### src/sv/afp_pkg.sv
`default_nettype none
// ----------------------------------------------------------------------------
// afp_pkg
// Types, character codes and helpers shared by the frame parser modules.
// ----------------------------------------------------------------------------
package afp_pkg;

  typedef struct packed {
    logic [7:0] data_byte;
    logic       last_byte;
    logic [1:0] direction;
  } afp_in_t;

  typedef struct packed {
    logic [3:0] kind;
    logic [6:0] value;
    logic [2:0] status;
    logic       crc_good;
    logic       more_blocks;
    logic       downlink;
    logic       last_result;
  } afp_out_t;

  // one entry of the front-to-back queue
  typedef struct packed {
    logic       has_byte;   // a frame byte has cleared the trailer lag
    logic [6:0] data;
    logic       first;      // first word of a frame, dir is valid
    logic [1:0] dir;
    logic       is_end;     // frame end, trailer checks below
    logic [2:0] fstat;
    logic       crc_good;
    logic       more;
    logic       len16;
    logic       len_short;
  } afp_evt_t;

  typedef enum logic [3:0] {
    PH_HDR, PH_STX, PH_MSGNO, PH_SUB, PH_MFI, PH_SUBE, PH_MFIE, PH_TEXT, PH_DROP
  } afp_phase_t;

  localparam logic [3:0] KIND_MODE     = 4'd0;
  localparam logic [3:0] KIND_REG      = 4'd1;
  localparam logic [3:0] KIND_ACK      = 4'd2;
  localparam logic [3:0] KIND_LABEL    = 4'd3;
  localparam logic [3:0] KIND_BLOCK    = 4'd4;
  localparam logic [3:0] KIND_MSGNO    = 4'd5;
  localparam logic [3:0] KIND_FLIGHT   = 4'd6;
  localparam logic [3:0] KIND_SUBLABEL = 4'd7;
  localparam logic [3:0] KIND_MFI      = 4'd8;
  localparam logic [3:0] KIND_TEXT     = 4'd9;
  localparam logic [3:0] KIND_SUMMARY  = 4'd10;

  localparam logic [2:0] ST_OK         = 3'd0;
  localparam logic [2:0] ST_SHORT      = 3'd1;
  localparam logic [2:0] ST_NO_DEL     = 3'd2;
  localparam logic [2:0] ST_NO_ETX     = 3'd3;
  localparam logic [2:0] ST_NO_DL_TEXT = 3'd4;
  localparam logic [2:0] ST_NO_STX     = 3'd5;
  localparam logic [2:0] ST_SHORT_DL   = 3'd6;
  localparam logic [2:0] ST_OVERLONG   = 3'd7;

  localparam logic [1:0] DIR_UNKNOWN = 2'd0;
  localparam logic [1:0] DIR_A2G     = 2'd1;
  localparam logic [1:0] DIR_G2A     = 2'd2;

  localparam logic [7:0] RAW_DEL  = 8'h7f;
  localparam logic [6:0] CH_NUL   = 7'h00;
  localparam logic [6:0] CH_STX   = 7'h02;
  localparam logic [6:0] CH_ETX   = 7'h03;
  localparam logic [6:0] CH_ACK   = 7'h06;
  localparam logic [6:0] CH_NAK   = 7'h15;
  localparam logic [6:0] CH_ETB   = 7'h17;
  localparam logic [6:0] CH_DEL   = 7'h7f;
  localparam logic [6:0] CH_SPACE = 7'h20;
  localparam logic [6:0] CH_BANG  = 7'h21;
  localparam logic [6:0] CH_HASH  = 7'h23;
  localparam logic [6:0] CH_DASH  = 7'h2d;
  localparam logic [6:0] CH_DOT   = 7'h2e;
  localparam logic [6:0] CH_SLASH = 7'h2f;
  localparam logic [6:0] CH_ZERO  = 7'h30;
  localparam logic [6:0] CH_ONE   = 7'h31;
  localparam logic [6:0] CH_NINE  = 7'h39;
  localparam logic [6:0] CH_B     = 7'h42;
  localparam logic [6:0] CH_H     = 7'h48;
  localparam logic [6:0] CH_CARET = 7'h5e;
  localparam logic [6:0] CH_D     = 7'h64;

  localparam int MIN_FRAME  = 16;
  localparam int HOLD_LAG   = 3;
  localparam int SHORT_DL   = 26;
  localparam int QDEPTH     = 4;
  localparam int LOOK_DEPTH = 5;

  localparam logic [3:0] HDR_LAST    = 4'd11;
  localparam logic [3:0] HDR_REG_END = 4'd7;
  localparam logic [3:0] HDR_ACK     = 4'd8;
  localparam logic [3:0] HDR_LBL1    = 4'd9;
  localparam logic [3:0] HDR_LBL2    = 4'd10;
  localparam logic [3:0] MSGNO_SPLIT = 4'd4;
  localparam logic [3:0] MSGNO_LAST  = 4'd9;

  // reflected CCITT, one byte
  function automatic logic [15:0] crc_byte(input logic [15:0] crc, input logic [7:0] b);
    logic [15:0] c;
    c = crc ^ {8'h00, b};
    for (int k = 0; k < 8; k++) begin
      c = c[0] ? ((c >> 1) ^ 16'h8408) : (c >> 1);
    end
    return c;
  endfunction

  function automatic logic [6:0] text_char(input logic [6:0] v);
    return (v == CH_NUL) ? CH_DOT : v;
  endfunction

endpackage
`default_nettype wire

### src/sv/acars_frame_parser_top.sv
`default_nettype none
// ----------------------------------------------------------------------------
// acars_frame_parser_top
// Streaming parser for one ACARS frame at a time, tagged field output.
// ----------------------------------------------------------------------------
// in channel: one raw frame byte per word (SOH excluded), last_byte on the DEL,
//   direction sampled on the first word of each frame.
// out channel: tagged characters in frame order, then one summary word
//   (last_result set) per frame. Words before a summary with nonzero status
//   are provisional and should be discarded by the consumer.
// Throughput: one input word per cycle while in_stall is low. A byte is released
//   three words after it arrives (trailer lag), then passes the queue and the
//   output register. A sublabel or MFI match holds the back parser while the
//   pair goes out after its bytes are taken; a lookahead miss replays its four
//   or five held bytes as text, and at the end of a frame with OK status up to
//   four held bytes are flushed as text before the summary. The four-word queue
//   between front and back takes up these bursts; in_stall rises only when it is
//   full.
// Reset (rst, synchronous) returns to the start of a frame with empty queue.
// When out_stall is high the result word holds; the back parser waits while
//   the front keeps accepting until the queue fills.
// ----------------------------------------------------------------------------
module acars_frame_parser_top #(
  parameter int MAX_FRAME_BYTES = 256
) (
  input  wire logic              clk,
  input  wire logic              rst,
  input  wire logic              in_valid,
  output logic                   in_stall,
  input  wire afp_pkg::afp_in_t  in_word,
  output logic                   out_valid,
  input  wire logic              out_stall,
  output afp_pkg::afp_out_t      out_word
);

  afp_pkg::afp_evt_t evt_in, evt_out;
  logic take, evt_push, q_full, q_pop, q_valid;

  assign in_stall = q_full;
  assign take     = in_valid && !q_full;

  afp_front #(.MAX_FRAME_BYTES(MAX_FRAME_BYTES)) u_front (
    .clk      (clk),
    .rst      (rst),
    .in_word  (in_word),
    .take     (take),
    .evt      (evt_in),
    .evt_push (evt_push)
  );

  afp_queue u_queue (
    .clk       (clk),
    .rst       (rst),
    .push      (evt_push),
    .din       (evt_in),
    .full      (q_full),
    .pop       (q_pop),
    .dout      (evt_out),
    .not_empty (q_valid)
  );

  afp_back u_back (
    .clk       (clk),
    .rst       (rst),
    .ev        (evt_out),
    .ev_valid  (q_valid),
    .ev_pop    (q_pop),
    .out_valid (out_valid),
    .out_stall (out_stall),
    .out_word  (out_word)
  );

endmodule
`default_nettype wire

### src/sv/afp_front.sv
`default_nettype none
// ----------------------------------------------------------------------------
// afp_front
// Takes raw bytes: CRC, length count, trailer lag and frame-end checks.
// ----------------------------------------------------------------------------
module afp_front #(
  parameter int MAX_FRAME_BYTES = 256
) (
  input  wire logic              clk,
  input  wire logic              rst,
  input  wire afp_pkg::afp_in_t  in_word,
  input  wire logic              take,
  output afp_pkg::afp_evt_t      evt,
  output logic                   evt_push
);

  localparam int PosW = $clog2(MAX_FRAME_BYTES + 1);

  logic [15:0]     crc;
  logic [PosW-1:0] pos;
  logic            ovl;
  logic [6:0]      d0, d1, d2;

  logic ovl_now;
  logic tail_ok;

  always_comb begin
    ovl_now = ovl || (pos >= PosW'(MAX_FRAME_BYTES));
    tail_ok = (d2 == afp_pkg::CH_ETX) || (d2 == afp_pkg::CH_ETB);

    evt.has_byte = !ovl_now && !in_word.last_byte && (pos >= PosW'(afp_pkg::HOLD_LAG));
    evt.data     = d2;
    evt.first    = (pos == '0) && !ovl;
    evt.dir      = in_word.direction;
    evt.is_end   = in_word.last_byte;
    priority if (ovl_now)                               evt.fstat = afp_pkg::ST_OVERLONG;
    else if (pos < PosW'(afp_pkg::MIN_FRAME - 1))       evt.fstat = afp_pkg::ST_SHORT;
    else if (in_word.data_byte != afp_pkg::RAW_DEL)     evt.fstat = afp_pkg::ST_NO_DEL;
    else if (!tail_ok)                                  evt.fstat = afp_pkg::ST_NO_ETX;
    else                                                evt.fstat = afp_pkg::ST_OK;
    evt.crc_good  = !ovl_now && (crc == 16'h0000);
    evt.more      = (evt.fstat == afp_pkg::ST_OK) && (d2 == afp_pkg::CH_ETB);
    evt.len16     = (pos == PosW'(afp_pkg::MIN_FRAME - 1));
    evt.len_short = (pos <= PosW'(afp_pkg::SHORT_DL - 1));

    evt_push = take && (evt.has_byte || evt.first || evt.is_end);
  end

  always_ff @(posedge clk) begin
    if (rst) begin
      crc <= '0;
      pos <= '0;
      ovl <= 1'b0;
    end else if (take) begin
      if (in_word.last_byte) begin
        crc <= '0;
        pos <= '0;
        ovl <= 1'b0;
      end else if (ovl_now) begin
        ovl <= 1'b1;
      end else begin
        crc <= afp_pkg::crc_byte(crc, in_word.data_byte);
        pos <= pos + PosW'(1);
      end
    end
  end

  // trailer lag: a byte is released three words later
  always_ff @(posedge clk) begin
    if (take && !ovl_now) begin
      d0 <= in_word.data_byte[6:0];
      d1 <= d0;
      d2 <= d1;
    end
  end

endmodule
`default_nettype wire

### src/sv/afp_queue.sv
`default_nettype none
// ----------------------------------------------------------------------------
// afp_queue
// Small register queue between the front and back parts.
// ----------------------------------------------------------------------------
module afp_queue (
  input  wire logic               clk,
  input  wire logic               rst,
  input  wire logic               push,
  input  wire afp_pkg::afp_evt_t  din,
  output logic                    full,
  input  wire logic               pop,
  output afp_pkg::afp_evt_t       dout,
  output logic                    not_empty
);

  localparam int Depth = afp_pkg::QDEPTH;
  localparam int AW    = $clog2(Depth);
  localparam int CW    = $clog2(Depth + 1);

  afp_pkg::afp_evt_t entry [Depth];
  logic [AW-1:0] wptr, rptr;
  logic [CW-1:0] count;
  logic do_push, do_pop;

  always_comb begin
    full      = (count == CW'(Depth));
    not_empty = (count != '0);
    dout      = entry[rptr];
    do_push   = push && !full;
    do_pop    = pop && not_empty;
  end

  always_ff @(posedge clk) begin
    if (rst) begin
      wptr  <= '0;
      rptr  <= '0;
      count <= '0;
    end else begin
      if (do_push) wptr <= (wptr == AW'(Depth - 1)) ? '0 : wptr + AW'(1);
      if (do_pop)  rptr <= (rptr == AW'(Depth - 1)) ? '0 : rptr + AW'(1);
      if (do_push && !do_pop)      count <= count + CW'(1);
      else if (do_pop && !do_push) count <= count - CW'(1);
    end
  end

  always_ff @(posedge clk) begin
    if (do_push) entry[wptr] <= din;
  end

endmodule
`default_nettype wire

### src/sv/afp_back.sv
`default_nettype none
// ----------------------------------------------------------------------------
// afp_back
// Field parser: tags released bytes, sublabel/MFI lookahead, frame summary.
// ----------------------------------------------------------------------------
module afp_back (
  input  wire logic               clk,
  input  wire logic               rst,
  input  wire afp_pkg::afp_evt_t  ev,
  input  wire logic               ev_valid,
  output logic                    ev_pop,
  output logic                    out_valid,
  input  wire logic               out_stall,
  output afp_pkg::afp_out_t       out_word
);

  localparam int LD = afp_pkg::LOOK_DEPTH;
  localparam int LW = $clog2(LD + 1);

  afp_pkg::afp_phase_t phase, phase_next;
  logic [3:0]    cnt, cnt_next;
  logic [LW-1:0] lc, lc_next;
  logic [6:0]    lb [LD];
  logic [6:0]    lb_next [LD];
  logic [6:0]    lb_new [LD];
  logic [1:0]    frame_dir, frame_dir_next;
  logic          blk, blk_next;
  logic [6:0]    lbl1, lbl1_next, lbl2, lbl2_next;
  logic          pair_hi, pair_hi_next;

  logic o_free, in_pair, act_pair, act_flush, act_ev, end_hold;
  logic act_sum, act_byte, emit;
  logic [1:0] dir_eff, guess_dir;
  logic h1_ok, blk_dig, buf_full, sub_hit, mfi_hit, g2a;
  logic [6:0] v, tv, blk_v;
  logic [LW-1:0] need;
  logic [2:0] sum_status;
  afp_pkg::afp_phase_t after_text;
  afp_pkg::afp_out_t ow;

  // shared decode
  always_comb begin
    o_free    = !out_valid || !out_stall;
    in_pair   = (phase == afp_pkg::PH_SUBE) || (phase == afp_pkg::PH_MFIE);
    act_pair  = o_free && in_pair;
    act_flush = o_free && !in_pair && (phase == afp_pkg::PH_TEXT) && (lc != '0);
    act_ev    = o_free && !in_pair && !((phase == afp_pkg::PH_TEXT) && (lc != '0)) && ev_valid;
    // with an OK frame status, pending lookahead is flushed as text before the summary
    end_hold  = ev.is_end && (ev.fstat == afp_pkg::ST_OK) && (lc != '0);
    ev_pop    = act_ev && !end_hold;
    act_sum   = act_ev && ev.is_end && !end_hold;
    act_byte  = act_ev && !ev.is_end && ev.has_byte;
    dir_eff   = ev.first ? ev.dir : frame_dir;
    g2a       = (frame_dir == afp_pkg::DIR_G2A);

    h1_ok = (lbl1 == afp_pkg::CH_H) && (lbl2 == afp_pkg::CH_ONE) &&
            ((frame_dir == afp_pkg::DIR_A2G) || g2a);
    after_text = h1_ok ? afp_pkg::PH_SUB : afp_pkg::PH_TEXT;

    v       = ev.data;
    tv      = afp_pkg::text_char(v);
    blk_v   = (v == afp_pkg::CH_NUL) ? afp_pkg::CH_SPACE : v;
    blk_dig = (blk_v >= afp_pkg::CH_ZERO) && (blk_v <= afp_pkg::CH_NINE);
    guess_dir = (frame_dir == afp_pkg::DIR_UNKNOWN) ?
                (blk_dig ? afp_pkg::DIR_A2G : afp_pkg::DIR_G2A) : frame_dir;

    for (int i = 0; i < LD; i++) begin
      lb_new[i] = (lc == LW'(i)) ? tv : lb[i];
    end
    need     = ((phase == afp_pkg::PH_SUB) && g2a) ? LW'(5) : LW'(4);
    buf_full = ((lc + LW'(1)) == need);
    sub_hit  = g2a ? ((lb_new[0] == afp_pkg::CH_DASH) && (lb_new[1] == afp_pkg::CH_SPACE) &&
                      (lb_new[2] == afp_pkg::CH_HASH))
                   : ((lb_new[0] == afp_pkg::CH_HASH) && (lb_new[3] == afp_pkg::CH_B));
    mfi_hit  = (lb_new[0] == afp_pkg::CH_SLASH) && (lb_new[3] == afp_pkg::CH_SPACE);

    priority if (ev.fstat != afp_pkg::ST_OK)
      sum_status = ev.fstat;
    else if (ev.len16)
      sum_status = blk ? afp_pkg::ST_NO_DL_TEXT : afp_pkg::ST_OK;
    else if (phase == afp_pkg::PH_DROP)
      sum_status = afp_pkg::ST_NO_STX;
    else if (blk && ev.len_short)
      sum_status = afp_pkg::ST_SHORT_DL;
    else
      sum_status = afp_pkg::ST_OK;
  end

  // next state
  always_comb begin
    phase_next = phase;
    if (act_pair && pair_hi) begin
      phase_next = (phase == afp_pkg::PH_SUBE) ? afp_pkg::PH_MFI : afp_pkg::PH_TEXT;
    end else if (act_ev && ev.is_end) begin
      phase_next = end_hold ? afp_pkg::PH_TEXT : afp_pkg::PH_HDR;
    end else if (act_byte) begin
      unique case (phase)
        afp_pkg::PH_HDR: begin
          if (cnt == afp_pkg::HDR_LAST) phase_next = afp_pkg::PH_STX;
        end
        afp_pkg::PH_STX: begin
          if (v != afp_pkg::CH_STX) phase_next = afp_pkg::PH_DROP;
          else                      phase_next = blk ? afp_pkg::PH_MSGNO : after_text;
        end
        afp_pkg::PH_MSGNO: begin
          if (cnt == afp_pkg::MSGNO_LAST) phase_next = after_text;
        end
        afp_pkg::PH_SUB: begin
          if (buf_full) phase_next = sub_hit ? afp_pkg::PH_SUBE : afp_pkg::PH_TEXT;
        end
        afp_pkg::PH_MFI: begin
          if (buf_full) phase_next = mfi_hit ? afp_pkg::PH_MFIE : afp_pkg::PH_TEXT;
        end
        default: ;
      endcase
    end
  end

  // datapath and result
  always_comb begin
    emit           = 1'b0;
    ow             = '0;
    ow.downlink    = (frame_dir == afp_pkg::DIR_A2G);
    cnt_next       = cnt;
    lc_next        = lc;
    lb_next        = lb;
    frame_dir_next = frame_dir;
    blk_next       = blk;
    lbl1_next      = lbl1;
    lbl2_next      = lbl2;
    pair_hi_next   = pair_hi;

    if (act_pair) begin
      emit    = 1'b1;
      ow.kind = (phase == afp_pkg::PH_SUBE) ? afp_pkg::KIND_SUBLABEL : afp_pkg::KIND_MFI;
      if (pair_hi) begin
        ow.value     = ((phase == afp_pkg::PH_SUBE) && g2a) ? lb[4] : lb[2];
        lc_next      = '0;
        pair_hi_next = 1'b0;
      end else begin
        ow.value     = ((phase == afp_pkg::PH_SUBE) && g2a) ? lb[3] : lb[1];
        pair_hi_next = 1'b1;
      end
    end else if (act_flush) begin
      emit     = 1'b1;
      ow.kind  = afp_pkg::KIND_TEXT;
      ow.value = lb[0];
      for (int i = 0; i < LD - 1; i++) lb_next[i] = lb[i+1];
      lc_next  = lc - LW'(1);
    end else if (act_ev) begin
      if (ev.first) frame_dir_next = ev.dir;
      if (act_sum) begin
        emit           = 1'b1;
        ow.kind        = afp_pkg::KIND_SUMMARY;
        ow.status      = sum_status;
        ow.crc_good    = ev.crc_good;
        ow.more_blocks = ev.more;
        ow.downlink    = (dir_eff == afp_pkg::DIR_A2G);
        ow.last_result = 1'b1;
        cnt_next       = '0;
        lc_next        = '0;
        frame_dir_next = afp_pkg::DIR_UNKNOWN;
        blk_next       = 1'b0;
        lbl1_next      = afp_pkg::CH_NUL;
        lbl2_next      = afp_pkg::CH_NUL;
        pair_hi_next   = 1'b0;
      end else if (act_byte) begin
        unique case (phase)
          afp_pkg::PH_HDR: begin
            emit     = 1'b1;
            ow.value = v;
            cnt_next = (cnt == afp_pkg::HDR_LAST) ? 4'd0 : cnt + 4'd1;
            priority if (cnt == 4'd0) begin
              ow.kind = afp_pkg::KIND_MODE;
            end else if (cnt <= afp_pkg::HDR_REG_END) begin
              ow.kind = afp_pkg::KIND_REG;
            end else if (cnt == afp_pkg::HDR_ACK) begin
              ow.kind = afp_pkg::KIND_ACK;
              if (v == afp_pkg::CH_NAK)      ow.value = afp_pkg::CH_BANG;
              else if (v == afp_pkg::CH_ACK) ow.value = afp_pkg::CH_CARET;
            end else if (cnt == afp_pkg::HDR_LBL1) begin
              ow.kind   = afp_pkg::KIND_LABEL;
              lbl1_next = v;
            end else if (cnt == afp_pkg::HDR_LBL2) begin
              ow.kind   = afp_pkg::KIND_LABEL;
              ow.value  = (v == afp_pkg::CH_DEL) ? afp_pkg::CH_D : v;
              lbl2_next = ow.value;
            end else begin
              ow.kind        = afp_pkg::KIND_BLOCK;
              ow.value       = blk_v;
              blk_next       = blk_dig;
              frame_dir_next = guess_dir;
              ow.downlink    = (guess_dir == afp_pkg::DIR_A2G);
            end
          end
          afp_pkg::PH_STX: cnt_next = '0;
          afp_pkg::PH_MSGNO: begin
            emit     = 1'b1;
            ow.kind  = (cnt < afp_pkg::MSGNO_SPLIT) ? afp_pkg::KIND_MSGNO
                                                    : afp_pkg::KIND_FLIGHT;
            ow.value = tv;
            cnt_next = cnt + 4'd1;
          end
          afp_pkg::PH_SUB, afp_pkg::PH_MFI: begin
            lb_next = lb_new;
            lc_next = lc + LW'(1);
          end
          afp_pkg::PH_TEXT: begin
            emit     = 1'b1;
            ow.kind  = afp_pkg::KIND_TEXT;
            ow.value = tv;
          end
          default: ;
        endcase
      end
    end
  end

  always_ff @(posedge clk) begin
    if (rst) begin
      phase     <= afp_pkg::PH_HDR;
      cnt       <= '0;
      lc        <= '0;
      frame_dir <= afp_pkg::DIR_UNKNOWN;
      blk       <= 1'b0;
      lbl1      <= afp_pkg::CH_NUL;
      lbl2      <= afp_pkg::CH_NUL;
      pair_hi   <= 1'b0;
      out_valid <= 1'b0;
    end else begin
      phase     <= phase_next;
      cnt       <= cnt_next;
      lc        <= lc_next;
      frame_dir <= frame_dir_next;
      blk       <= blk_next;
      lbl1      <= lbl1_next;
      lbl2      <= lbl2_next;
      pair_hi   <= pair_hi_next;
      if (emit)        out_valid <= 1'b1;
      else if (o_free) out_valid <= 1'b0;
    end
  end

  always_ff @(posedge clk) begin
    lb <= lb_next;
    if (emit) out_word <= ow;
  end

endmodule
`default_nettype wire

### config.mk
export PLATFORM = sky130hd
export DESIGN_NAME = acars_frame_parser_top
export DESIGN_NICKNAME = d
export VERILOG_FILES = /design/src/sv/afp_pkg.sv /design/src/sv/acars_frame_parser_top.sv /design/src/sv/afp_front.sv /design/src/sv/afp_queue.sv /design/src/sv/afp_back.sv
export SDC_FILE = /design/constraint.sdc
export NUM_CORES = 1
export LEC_CHECK = 0
export BUFFER_PORTS_ARGS = -buffer_cell sky130_fd_sc_hd__buf_2
export CAP_MARGIN = 40
export CORE_MARGIN = 4
export CORE_UTILIZATION = 55
export DETAILED_ROUTE_END_ITERATION = 16
export PLACE_DENSITY = 0.83
export SYNTH_ARGS = -nofsm -noshare
export SYNTH_HDL_FRONTEND = slang
export SYNTH_SLANG_ARGS = --single-unit
### constraint.sdc
create_clock -name clk -period 4.3 [get_ports clk]
set_input_delay 0.645 -clock clk [delete_from_list [all_inputs] [get_ports clk]]
set_output_delay 0.645 -clock clk [all_outputs]
set_load 0.1 [all_outputs]
[Word level (Yosys, flattened, before mapping)]
Memory sizes are Yosys's and may differ from the RTL's. A register that Yosys moved wholly into a read port is not among the register bits.
Index checks and enable logic that the tools add are counted.
W data, S select, Z words.
Operators by class
  add/subtract/negate cells: 8
  magnitude comparators: 8
  eq/ne operators: 54
  muxes and demuxes: 163
  bitwise gates (word level): 13
  reductions and logical operators: 102
Operator list (number)
  $mux W7: 32
  $mux W16: 10
  $mux W11: 14
  $mux W35: 4
  $mux W4: 17
  $mux W3: 17
  $eq A7 B6 Y1 const B: 7
  $mux W2: 23
  $logic_and A1 B1 Y1: 37
  $mux W1: 37
  $pmux W11 S3: 1
  $mux W28: 1
  $not A2 Y3: 8
  $reduce_bool A2 Y1: 12
  $eq A7 B7 Y1 const B: 3
  $eq A4 B4 Y1 const B: 5
  $pmux W4 S5: 1
  $reduce_and A10 Y1: 2
  $mux W18: 1
  $mux W9: 2
  $eq A4 B3 Y1 const B: 4
  $logic_not A16 Y1: 1
  $ne A2 B1 Y1 const B: 8
  $xor A16 B8 Y16: 1
  54 further kinds: 100
Word-level totals
  bits in registers: 137
  bits in writable memories: 76
  output and inout bits: 20
  memories kept: 1
Memory list
  u_queue.entry: words 4, width 19, read ports 1, clocked after memory_dff 1, wr ports 1, RTL line afp_queue.sv:21  | afp_pkg::afp_evt_t entry [Depth];

[Logic depth before layout (Yosys ltp)]
Gate-level depths: netlist (run 1).
  word-level depth: 23
  mapped depth: 14
  gate-level depth less buffers: 13

[Modules after synthesis]
From an unflattened synthesis (run 1), not the netlist that was laid out.
Second synthesis, totals
  cell total of the unflattened synthesis: 930
  area total of the unflattened synthesis: 10867.9 µm²
By module, submodules not included
  afp_back: instances 1, cells an instance 587, area an instance 5401.4 µm², seq. area each 2192.1 µm²
  afp_queue: instances 1, cells an instance 149, area an instance 3243.1 µm², seq. area each 2462.4 µm²
  afp_front: instances 1, cells an instance 193, area an instance 2209.6 µm², seq. area each 1151.1 µm²
  acars_frame_parser_top: instances 1, cells an instance 1, area an instance 13.8 µm², seq. area each 0.0 µm²

[Least setup slack after synthesis (run 1)]
Ideal clock, no wire load.
  path kind: reg2reg
  start: reg u_queue.count[0]
  end: reg u_queue.count[2]
  library setup time: 71 ps
  arrival: 4286 ps
  required time: 4229 ps
  path slack: -57 ps
  stages on the path, launching flop included: 11
  path buffers: 1
  cell sequence: dfxtp_1 nor3b_1 nor2b_1 o31a_1 clkbuf_1 ha_1 inv_1 fa_1 xor2_1 or3_1 a21oi_1
On the way
  cells in the longest elaborated chain, start to end: 8
RTL lines
  start: declaration: RTL line afp_queue.sv:23  | logic [CW-1:0] count;
  start signal: assignment: RTL line afp_queue.sv:42  | if (do_push && !do_pop) count <= count + CW'(1);
  start signal: assignment: RTL line afp_queue.sv:43  | else if (do_pop && !do_push) count <= count - CW'(1);
  $eq A3 B3 Y1 (*): RTL line afp_queue.sv:27  | full = (count == CW'(Depth));
  net in_stall: RTL line acars_frame_parser_top.sv:29  | output logic in_stall,
  $logic_not A1 Y1 (*): RTL line acars_frame_parser_top.sv:40, afp_queue.sv:30
  $logic_and A1 B1 Y1: RTL line acars_frame_parser_top.sv:40  | assign take = in_valid && !q_full;
  $logic_and A1 B1 Y1: RTL line afp_front.sv:46  | evt_push = take && (evt.has_byte || evt.first || evt.is_end);
  $logic_and A1 B1 Y1 (*): RTL line afp_queue.sv:30  | do_push = push && !full;
  net u_queue.do_push: RTL line afp_queue.sv:24  | logic do_push, do_pop;
  $logic_not A1 Y1: RTL line afp_queue.sv:43
  $logic_and A1 B1 Y1: RTL line afp_queue.sv:43
  $reduce_bool A2 Y1 (no line)
The timed path passes the listed nets; every way through them passes the cells marked *. The select of a mux whose other input is x is not followed.
A chain may end at the register's enable or synchronous reset.

==> results.md, run 1 <==
- Reg clk slew, reported paths: 0.06 ns
- Total grt overflow: 0
- # DRC: 0
- Post-DRT Antenna Nets: 0
- CTS sink cnt: 215
- Rel. slew slack: 41.4%
- I/O pins: 35
- Fmax: 284 MHz
- FFs w/ async S/R, synth: 0%
- Adder-Cell Fraction of Synth Area: 2.84%
- Worst reg2reg path depth: 7
- DR WL/cell: 19.8 µm
- Final non-filler cell total: 1196
- CP required: 4.71 ns
- Synth area leader: edfxtp_1
- Starting DRC count in detailed routing: 641
- Clock Latency Late Sink: 0.51 ns
- Fin crit share: 82.0%
- Fillcell total: 1430
- CTS tree: yes
- PortBufs: 34
- Hold Path Class: in -> reg
- RSZ-0062 raised after global routing: false
- Max-cap violations: 0
- Worst Clk Skew: 0.0131 ns
- Setup TNS Final: 0 ns
- Pin count of the biggest net entering global routing: 38
- Hold Crit Depth: 1
- Synthesized cell area: 0.0104 mm²
- Worst R2R Setup Slack: 0.77 ns
- CTS Root Cell: clkbuf_16
- Initial Util: 55.8%
- # setup viols final: 0
- Max VDD drop: 350 µV
- Synth Flop Type: edfxtp_1
- Num CTS Buffers: 23
- Die area: 0.0212 mm²
- Worst Setup End Kind: register
- Vias in the first global route: 7373
- Initial antenna violation count: 0
- # resized after CTS: 0
- TritonRoute pass-1 iters: 5
- Status: finished clean
- WS Path Type: reg -> reg
- Xor/xnor cell area share of the yosys netlist: 3.20%
- Slew @ Worst Pin: 0.877 ns
- Final net count: 983
- Hold endpoint: u_queue.entry[2][9]
- Multiplexer share of the synthesized area: 7.91%
- Mapped Cells: 916
- CP Data Arrival Time: 3.93 ns
- Die Span Y: 146 µm
- Largest family of logic cells by synthesized area: simple AND/OR/NAND/NOR gates
- Layout cells sized above 1: 13.3%
- Leak: 4.09 nW
- Yosys reg bits: 215
- Clock Path Buffers: 3
- Final Max Slew Viols: 0
- Syn. warnings: 0
- Vias per cell: 6.29
- H-tree levels: 1
- Post-Syn Nets: 954
- N_diodes: 0
- Layout area overhead: 11.1%
- RePlAce Congestion: 0.949
- Placed insts: 1154
- Total track usage: 22.1%
- Hold Crit Start: in_word[1]
- Max FO, Critical Path: 20
- Syn_area_per_cell: 11.4 µm²
- Floorplan core area: 0.0186 mm²
- R2r endpoint: u_back.phase[1]
- Library cells used by synthesis: 73
- Critical path launch point type: register
- Drt total wl: 23.7 mm
- Final min period: 3.53 ns
- First-pass GRT wire length: 38.5 mm
- Hold Slack: 0.357 ns
- Post-synthesis compound-gate area fraction: 12.1%
- Power density over cell area: 643 mW/mm²
- Post-Synth Simple-Gate Area: 15.1%
- Hold Fails Final Rpt: 0
- Largest cells by area after synthesis: edfxtp_1 (43%), dfxtp_1 (13%), mux4_2 (5.2%)
- Sequential cell area fraction in the yosys report: 55.8%
- CTS Hold Bufs: 0
- EDFF count, synth: 150
- Die W: 146 µm
- Setup bufs post-CTS: 0
- Post-synth top area share: 43.3%
- Post-DP HPWL: 16.1 mm
- Num rows: 50
- Vias: 7520
-- how the worst max path moves through the flow --
stage	startpoint	endpoint	slack, ns	cells after the start
6_report	register	u_back.phase[1]	0.77	7
3_5_place_dp	register	u_back.phase[1]	0.77	7
3_3_place_gp	register	u_back.phase[2]	0.88	7
5_1_grt	register	u_back.phase[1]	0.57	7
2_1_floorplan	register	u_back.lb[10]	0.96	8
4_1_cts	register	u_back.phase[1]	0.76	7
-- routing by layer --
metal  up-vias  track usage (%)  routed length [µm]
met3        81             3.52                1720
met4         0             9.88                1010
met5         -                0                   0
met1      3603             28.9                9480
li1       3489                -                   -
met2       347             36.9               11500
-- layout by cell type, fill, tap and decap left out, types with 24 or more instances in the layout --
cell type  instances
edfxtp_1         150
nor2_1            99
nand2_1           71
dfxtp_1           65
a21oi_1           54
o21ai_0           49
buf_2             34
inv_1             29
mux2i_1           27
nor3_1            25
mux4_2            24
-- synth_stat cells, types with 4 or more instances --
master	instances
nor2b_1	12
mux4_2	24
xnor2_1	19
o211ai_1	5
mux2i_1	27
ha_1	22
nor3_1	25
a31oi_1	12
o21ai_0	50
xor2_1	19
dfxtp_1	65
inv_1	29
and2_1	7
clkbuf_1	37
nand4_1	12
nand2b_1	11
buf_1	9
a221oi_1	4
nand3b_1	4
nor4_1	13
nand3_1	14
o31ai_1	6
a21o_1	4
or3_1	7
nand2_1	71
a22oi_1	18
nor3b_1	11
nor2_1	99
edfxtp_1	150
a21oi_1	54
-- report_power, final --
part	switching, mW	leakage (nW)	internal, mW
Combinational	1.93	1.81	0.749
Clock	0.786	0.358	1.17
Sequential	0.196	1.93	2.61
-- layout make-up --
cell class	instances	area [µm²]	area share, %
sequential	215	5810	50.3
multi-input combinational	621	4280	37.0
clock buffer	28	594	5.15
timing repair buffer	54	320	2.77
tap	234	293	2.53
clock inverter	14	149	1.29
inverter	30	113	0.975
-- cells by family (layout without fill, tap and decap cells) --
logic type / Yosys count / in the layout
buffers and inverters: 80 / 126
DFF: 215 / 215
and+or+nand+nor: 312 / 312
adders and majority gates: 23 / 23
AOI/OAI and AO/OA: 196 / 196
xor gates and xnor gates: 38 / 38
muxes: 52 / 52
-- flip-flops by register name, indices dropped and copies added, names as in the netlist, 7 cells and up, named ones only --
register / count
u_front.d1: 7
u_queue.entry: 76
u_back.out_word: 18
u_front.d2: 7
u_back.lb: 35
u_back.lbl1: 7
u_front.crc: 16
u_front.pos: 9
u_back.lbl2: 7
u_front.d0: 7
-- stage by stage --
step	power [mW]	util (%)	cell area [µm²]	setup WS [ns]
6_report	7.43	62.0	11600	0.773
5_1_grt	7.79	62.0	11600	0.575
4_1_cts	7.44	62.0	11600	0.764
3_5_place_dp	5.48	58.0	10800	0.774
3_3_place_gp	5.43	57.9	10800	0.883
2_1_floorplan	4.90	-	10400	0.959
-- critical path, cell delays in order (launching register included) --
cell and delay (ns):
dfxtp_1 0.87, mux4_2 0.58, or4_4 0.60, or4_4 0.57, o32a_1 0.31, nor3_1 0.13
nor3_1 0.06, o32ai_1 0.30
(Power assumes the default switching activity.)
==> run 2: changes to the inputs <==
--- a/config.mk
+++ b/config.mk
@@ -5,12 +5,13 @@
 export SDC_FILE = /design/constraint.sdc
 export NUM_CORES = 1
 export LEC_CHECK = 0
+export ABC_AREA = 1
 export BUFFER_PORTS_ARGS = -buffer_cell sky130_fd_sc_hd__buf_2
 export CAP_MARGIN = 40
 export CORE_MARGIN = 4
 export CORE_UTILIZATION = 55
 export DETAILED_ROUTE_END_ITERATION = 16
-export PLACE_DENSITY = 0.83
+export PLACE_DENSITY = 0.86
 export SYNTH_ARGS = -nofsm -noshare
 export SYNTH_HDL_FRONTEND = slang
 export SYNTH_SLANG_ARGS = --single-unit
==> constraint.sdc (replaced) <==
create_clock -name clk -period 3.1 [get_ports clk]
set_input_delay 0.465 -clock clk [delete_from_list [all_inputs] [get_ports clk]]
set_output_delay 0.465 -clock clk [all_outputs]
set_load 0.1 [all_outputs]
==> run 2 against run 1 <==
  * Fmax is 23% higher
  * Cell count up 26%
  * Clock skew down 0.0038 ns
  * Worst hold slack worse by 0.19 ns
  * Sequential share of layout area down 0.84 points
  * Largest cell class unchanged
==> results.md, run 2 <==
- Status: finished clean (unchanged)
- # DRC: 0 (unchanged)
- Area of the multi-input gates: 0.00404 mm² (was 0.00428 mm²)
- Largest registers: u_queue.entry x76, u_back.lb x35, u_back.out_word x18 (unchanged)
- Hold Path Class: in -> reg (unchanged)
- Reg area: 0.00581 mm² (unchanged)
- Syn. warnings: 0 (unchanged)
- Placed insts: 1459 (was 1154)
- Synth Flop Type: edfxtp_1 (unchanged)
- Syn_area_per_cell: 8.80 µm² (was 11.4 µm²)
- Hold Fails Final Rpt: 0 (unchanged)
- RePlAce Congestion: 1.04 (was 0.949)
- Starting DRC count in detailed routing: 1119 (was 641)
- Cell chain of the critical path: inv_2 -> buf_4 -> nand2_1 -> nand3_1 -> nand2_2 -> nor2_1 -> nand3_1 -> nor4_1 -> inv_1 -> nor2_1 -> nor2_1 -> nand2_1 -> nand2_1 -> a22oi_1 -> nand3_1 (was mux4_2 -> or4_4 -> or4_4 -> o32a_1 -> nor3_1 -> nor3_1 -> o32ai_1)
- Power density over cell area: 990 mW/mm² (was 643 mW/mm²)
- Largest family of logic cells by synthesized area: simple AND/OR/NAND/NOR gates (unchanged)
- Floorplan core area: 0.0188 mm² (was 0.0186 mm²)
- Largest cells by area after synthesis: edfxtp_1 (43%), dfxtp_1 (12%), nand2_1 (9.7%) (was edfxtp_1 (43%), dfxtp_1 (13%), mux4_2 (5.2%))
- Max VDD drop: 591 µV (was 350 µV)
- Worst reg2reg path depth: 15 (was 7)
- Synth area leader: edfxtp_1 (unchanged)
- Initial antenna violation count: 0 (unchanged)
- Initial Util: 56.0% (was 55.8%)
- Num CTS Buffers: 23 (unchanged)
- Commonest non-fill, non-tap cell in the layout: nand2_1 (was edfxtp_1)
- Vias: 8860 (was 7520)
- FFs w/ async S/R, synth: 0% (unchanged)
- Worst Setup End Kind: register (unchanged)
- Vias per cell: 5.90 (was 6.29)
- Post-Syn Nets: 1233 (was 954)
- WS Path Type: reg -> reg (unchanged)
- CTS tree: yes (unchanged)
- Count leader, synth: nand2_1 (was edfxtp_1)
- Die Span Y: 146 µm (about the same)
- First-pass GRT wire length: 42.6 mm (was 38.5 mm)
- Max-cap violations: 0 (unchanged)
- Final net count: 1288 (was 983)
- Total grt overflow: 0 (unchanged)
- CP Data Arrival Time: 3.10 ns (was 3.93 ns)
- Worst R2R Setup Slack: 0.24 ns (was 0.77 ns)
- Worst Clk Skew: 0.00928 ns (was 0.0131 ns)
- Mapped Cells: 1195 (was 916)
- Clock Path Buffers: 3 (unchanged)
- Layout cells sized above 1: 11.1% (was 13.3%)
- I/O pins: 35 (unchanged)
- Sequential cell area fraction in the yosys report: 55.2% (was 55.8%)
- Die W: 146 µm (about the same)
- Fin crit share: 92.2% (was 82.0%)
- Synthesized cell area: 0.0105 mm² (was 0.0104 mm²)
- # setup viols final: 0 (unchanged)
- Layout area overhead: 11.8% (was 11.1%)
- Post-Layout Inst Area: 0.0117 mm² (was 0.0116 mm²)
- Max FFs per register: 76 (unchanged)
- TritonRoute pass-1 iters: 6 (was 5)
- Num rows: 50 (unchanged)
- N_diodes: 0 (unchanged)
- Fmax: 350 MHz (was 284 MHz)
- Slowest cell on crit path: dfxtp_1 (unchanged)
- CTS Root Cell: clkbuf_16 (unchanged)
- Drt total wl: 26.5 mm (was 23.7 mm)
- Slew @ Worst Pin: 0.819 ns (was 0.877 ns)
- Library cells used by synthesis: 46 (was 73)
- Xor/xnor cell area share of the yosys netlist: 1.58% (was 3.20%)
- Reg clk slew, reported paths: 0.06 ns (about the same)
- R2r endpoint: u_back.out_word[10] (was u_back.phase[1])
- Top cells by count, synth: nand2_1 (271), edfxtp_1 (150), nor2_1 (139), inv_1 (120), o21ai_0 (82) (was edfxtp_1 (150), nor2_1 (99), nand2_1 (71), dfxtp_1 (65), a21oi_1 (54))
- CTS sink cnt: 215 (unchanged)
- CP required: 3.34 ns (was 4.71 ns)
- Setup TNS Final: 0 ns (unchanged)
- Vias in the first global route: 8341 (was 7373)
- Max FO, Critical Path: 20 (unchanged)
- Rel. slew slack: 45.3% (was 41.4%)
- RSZ-0062 raised after global routing: true (was false)
- PortBufs: 34 (unchanged)
- Final non-filler cell total: 1501 (was 1196)
- Post-DP HPWL: 18.4 mm (was 16.1 mm)
- Yosys reg bits: 215 (unchanged)
- Leak: 4.84 nW (was 4.09 nW)
- Critical path launch point type: register (unchanged)
- Die area: 0.0214 mm² (was 0.0212 mm²)
- Most frequent cells in the layout: nand2_1 (271), edfxtp_1 (150), nor2_1 (137), inv_1 (120), o21ai_0 (82) (was edfxtp_1 (150), nor2_1 (99), nand2_1 (71), dfxtp_1 (65), a21oi_1 (54))
- Final Max Slew Viols: 0 (unchanged)
- Most flop-heavy register: u_queue.entry (unchanged)
- CP peak stage delay: 0.32 ns (was 0.87 ns)
- Post-synthesis compound-gate area fraction: 11.2% (was 12.1%)
- Pin count of the biggest net entering global routing: 39 (was 38)
- Post-synth top area share: 42.9% (was 43.3%)
- Total track usage: 24.4% (was 22.1%)
- Crit path to: u_back.out_word[10] (was u_back.phase[1])
- H-tree levels: 1 (unchanged)
- Core Util, Final: 62.6% (was 62.0%)
- Multiplexer share of the synthesized area: 0% (was 7.91%)
- Adder-Cell Fraction of Synth Area: 2.81% (was 2.84%)
- Area of placed instances: 0.0110 mm² (was 0.0108 mm²)
- DR WL/cell: 17.7 µm (was 19.8 µm)
- Clock Latency Late Sink: 0.51 ns (about the same)
- EDFF count, synth: 150 (unchanged)
- Fillcell total: 1491 (was 1430)
- Final min period: 2.86 ns (was 3.53 ns)
- Post-Synth Simple-Gate Area: 22.7% (was 15.1%)
- Post-DRT Antenna Nets: 0 (unchanged)
## run 2: cell types whose count changed in the layout (fill, tap and decap cells not counted), moves of 27 or more
cell	previous run	this run
nand2_1	71	271
inv_1	29	120
nand3_1	14	76
nor2_1	99	137
o21ai_0	49	82
mux2i_1	27	0
## run 2: cells by family (layout without fill, tap and decap cells)
| family | count (synthesis) | count (layout) |
|---|---|---|
| AO/OA/AOI/OAI | 205 | 205 |
| XOR/XNOR | 19 | 19 |
| adder cells (fa/ha/maj) | 23 | 23 |
| buffers and inverters | 170 | 242 |
| flip-flops | 215 | 215 |
| AND/OR/NAND/NOR | 563 | 563 |
## run 2: stage by stage
stage | hold slack, ns | total power [mW] | setup slack (ns)
final | 0.168 | 11.6 | 0.241
after global routing | 0.163 | 12.3 | -0.00642
after CTS | 0.155 | 11.6 | 0.179
after detailed placement | 0.406 | 8.97 | 0.234
after global placement | 0.404 | 8.81 | 0.368
after floorplan | 0.400 | 7.66 | 0.0491
## run 2: worst max-delay path, delay by kind of cell (launching register included)
kind / cells / cell delay, ns
AND/OR/NAND/NOR: 11 / 1.34
buffers and inverters: 3 / 0.71
flip-flops: 1 / 0.32
AO/OA/AOI/OAI: 1 / 0.21
## run 2: worst min path at each step
stage               cells past startpoint           from  slack [ns]            end
floorplan                               0  u_front.d0[0]        0.40  u_front.d1[0]
detailed placement                      0  u_front.d0[4]        0.41  u_front.d1[4]
global placement                        0  u_front.d0[1]        0.40  u_front.d1[1]
finish                                  1     in_word[7]        0.17  u_front.d0[4]
global route                            1     in_word[7]        0.16  u_front.d0[4]
CTS                                     1     in_word[7]        0.16  u_front.d0[4]
## run 2: cell type report
type | count | area share (%)
clock inverter | 12 | 0.788
tap | 234 | 2.49
inverter | 135 | 4.31
multi-input combinational | 810 | 34.3
clock buffer | 30 | 5.21
timing repair buffer | 65 | 3.43
sequential | 215 | 49.4
## run 2: layer usage
layer | global-route usage [%] | vias up | part of all wire, %
li1 | - | 4153 | -
met1 | 33.1 | 4131 | 40
met2 | 40.0 | 493 | 47
met3 | 4.38 | 83 | 9.3
met4 | 8.18 | 0 | 3.4
met5 | 0 | - | 0
## run 2: what timing repair did
item / 4_1_cts / 5_1_grt
setup buffers: 0 / 0
setup endpoints to repair: 0 / 3
gates resized for setup: 0 / 1
hold buffers: 0 / 0
## run 2: report_power, final
part	total, mW	internal [mW]	leakage [nW]	switching [mW]
clock network	2.58	1.48	0.347	1.10
logic	5.03	1.25	2.60	3.78
registers	4.02	3.74	1.89	0.275
total	11.6	6.47	4.84	5.15
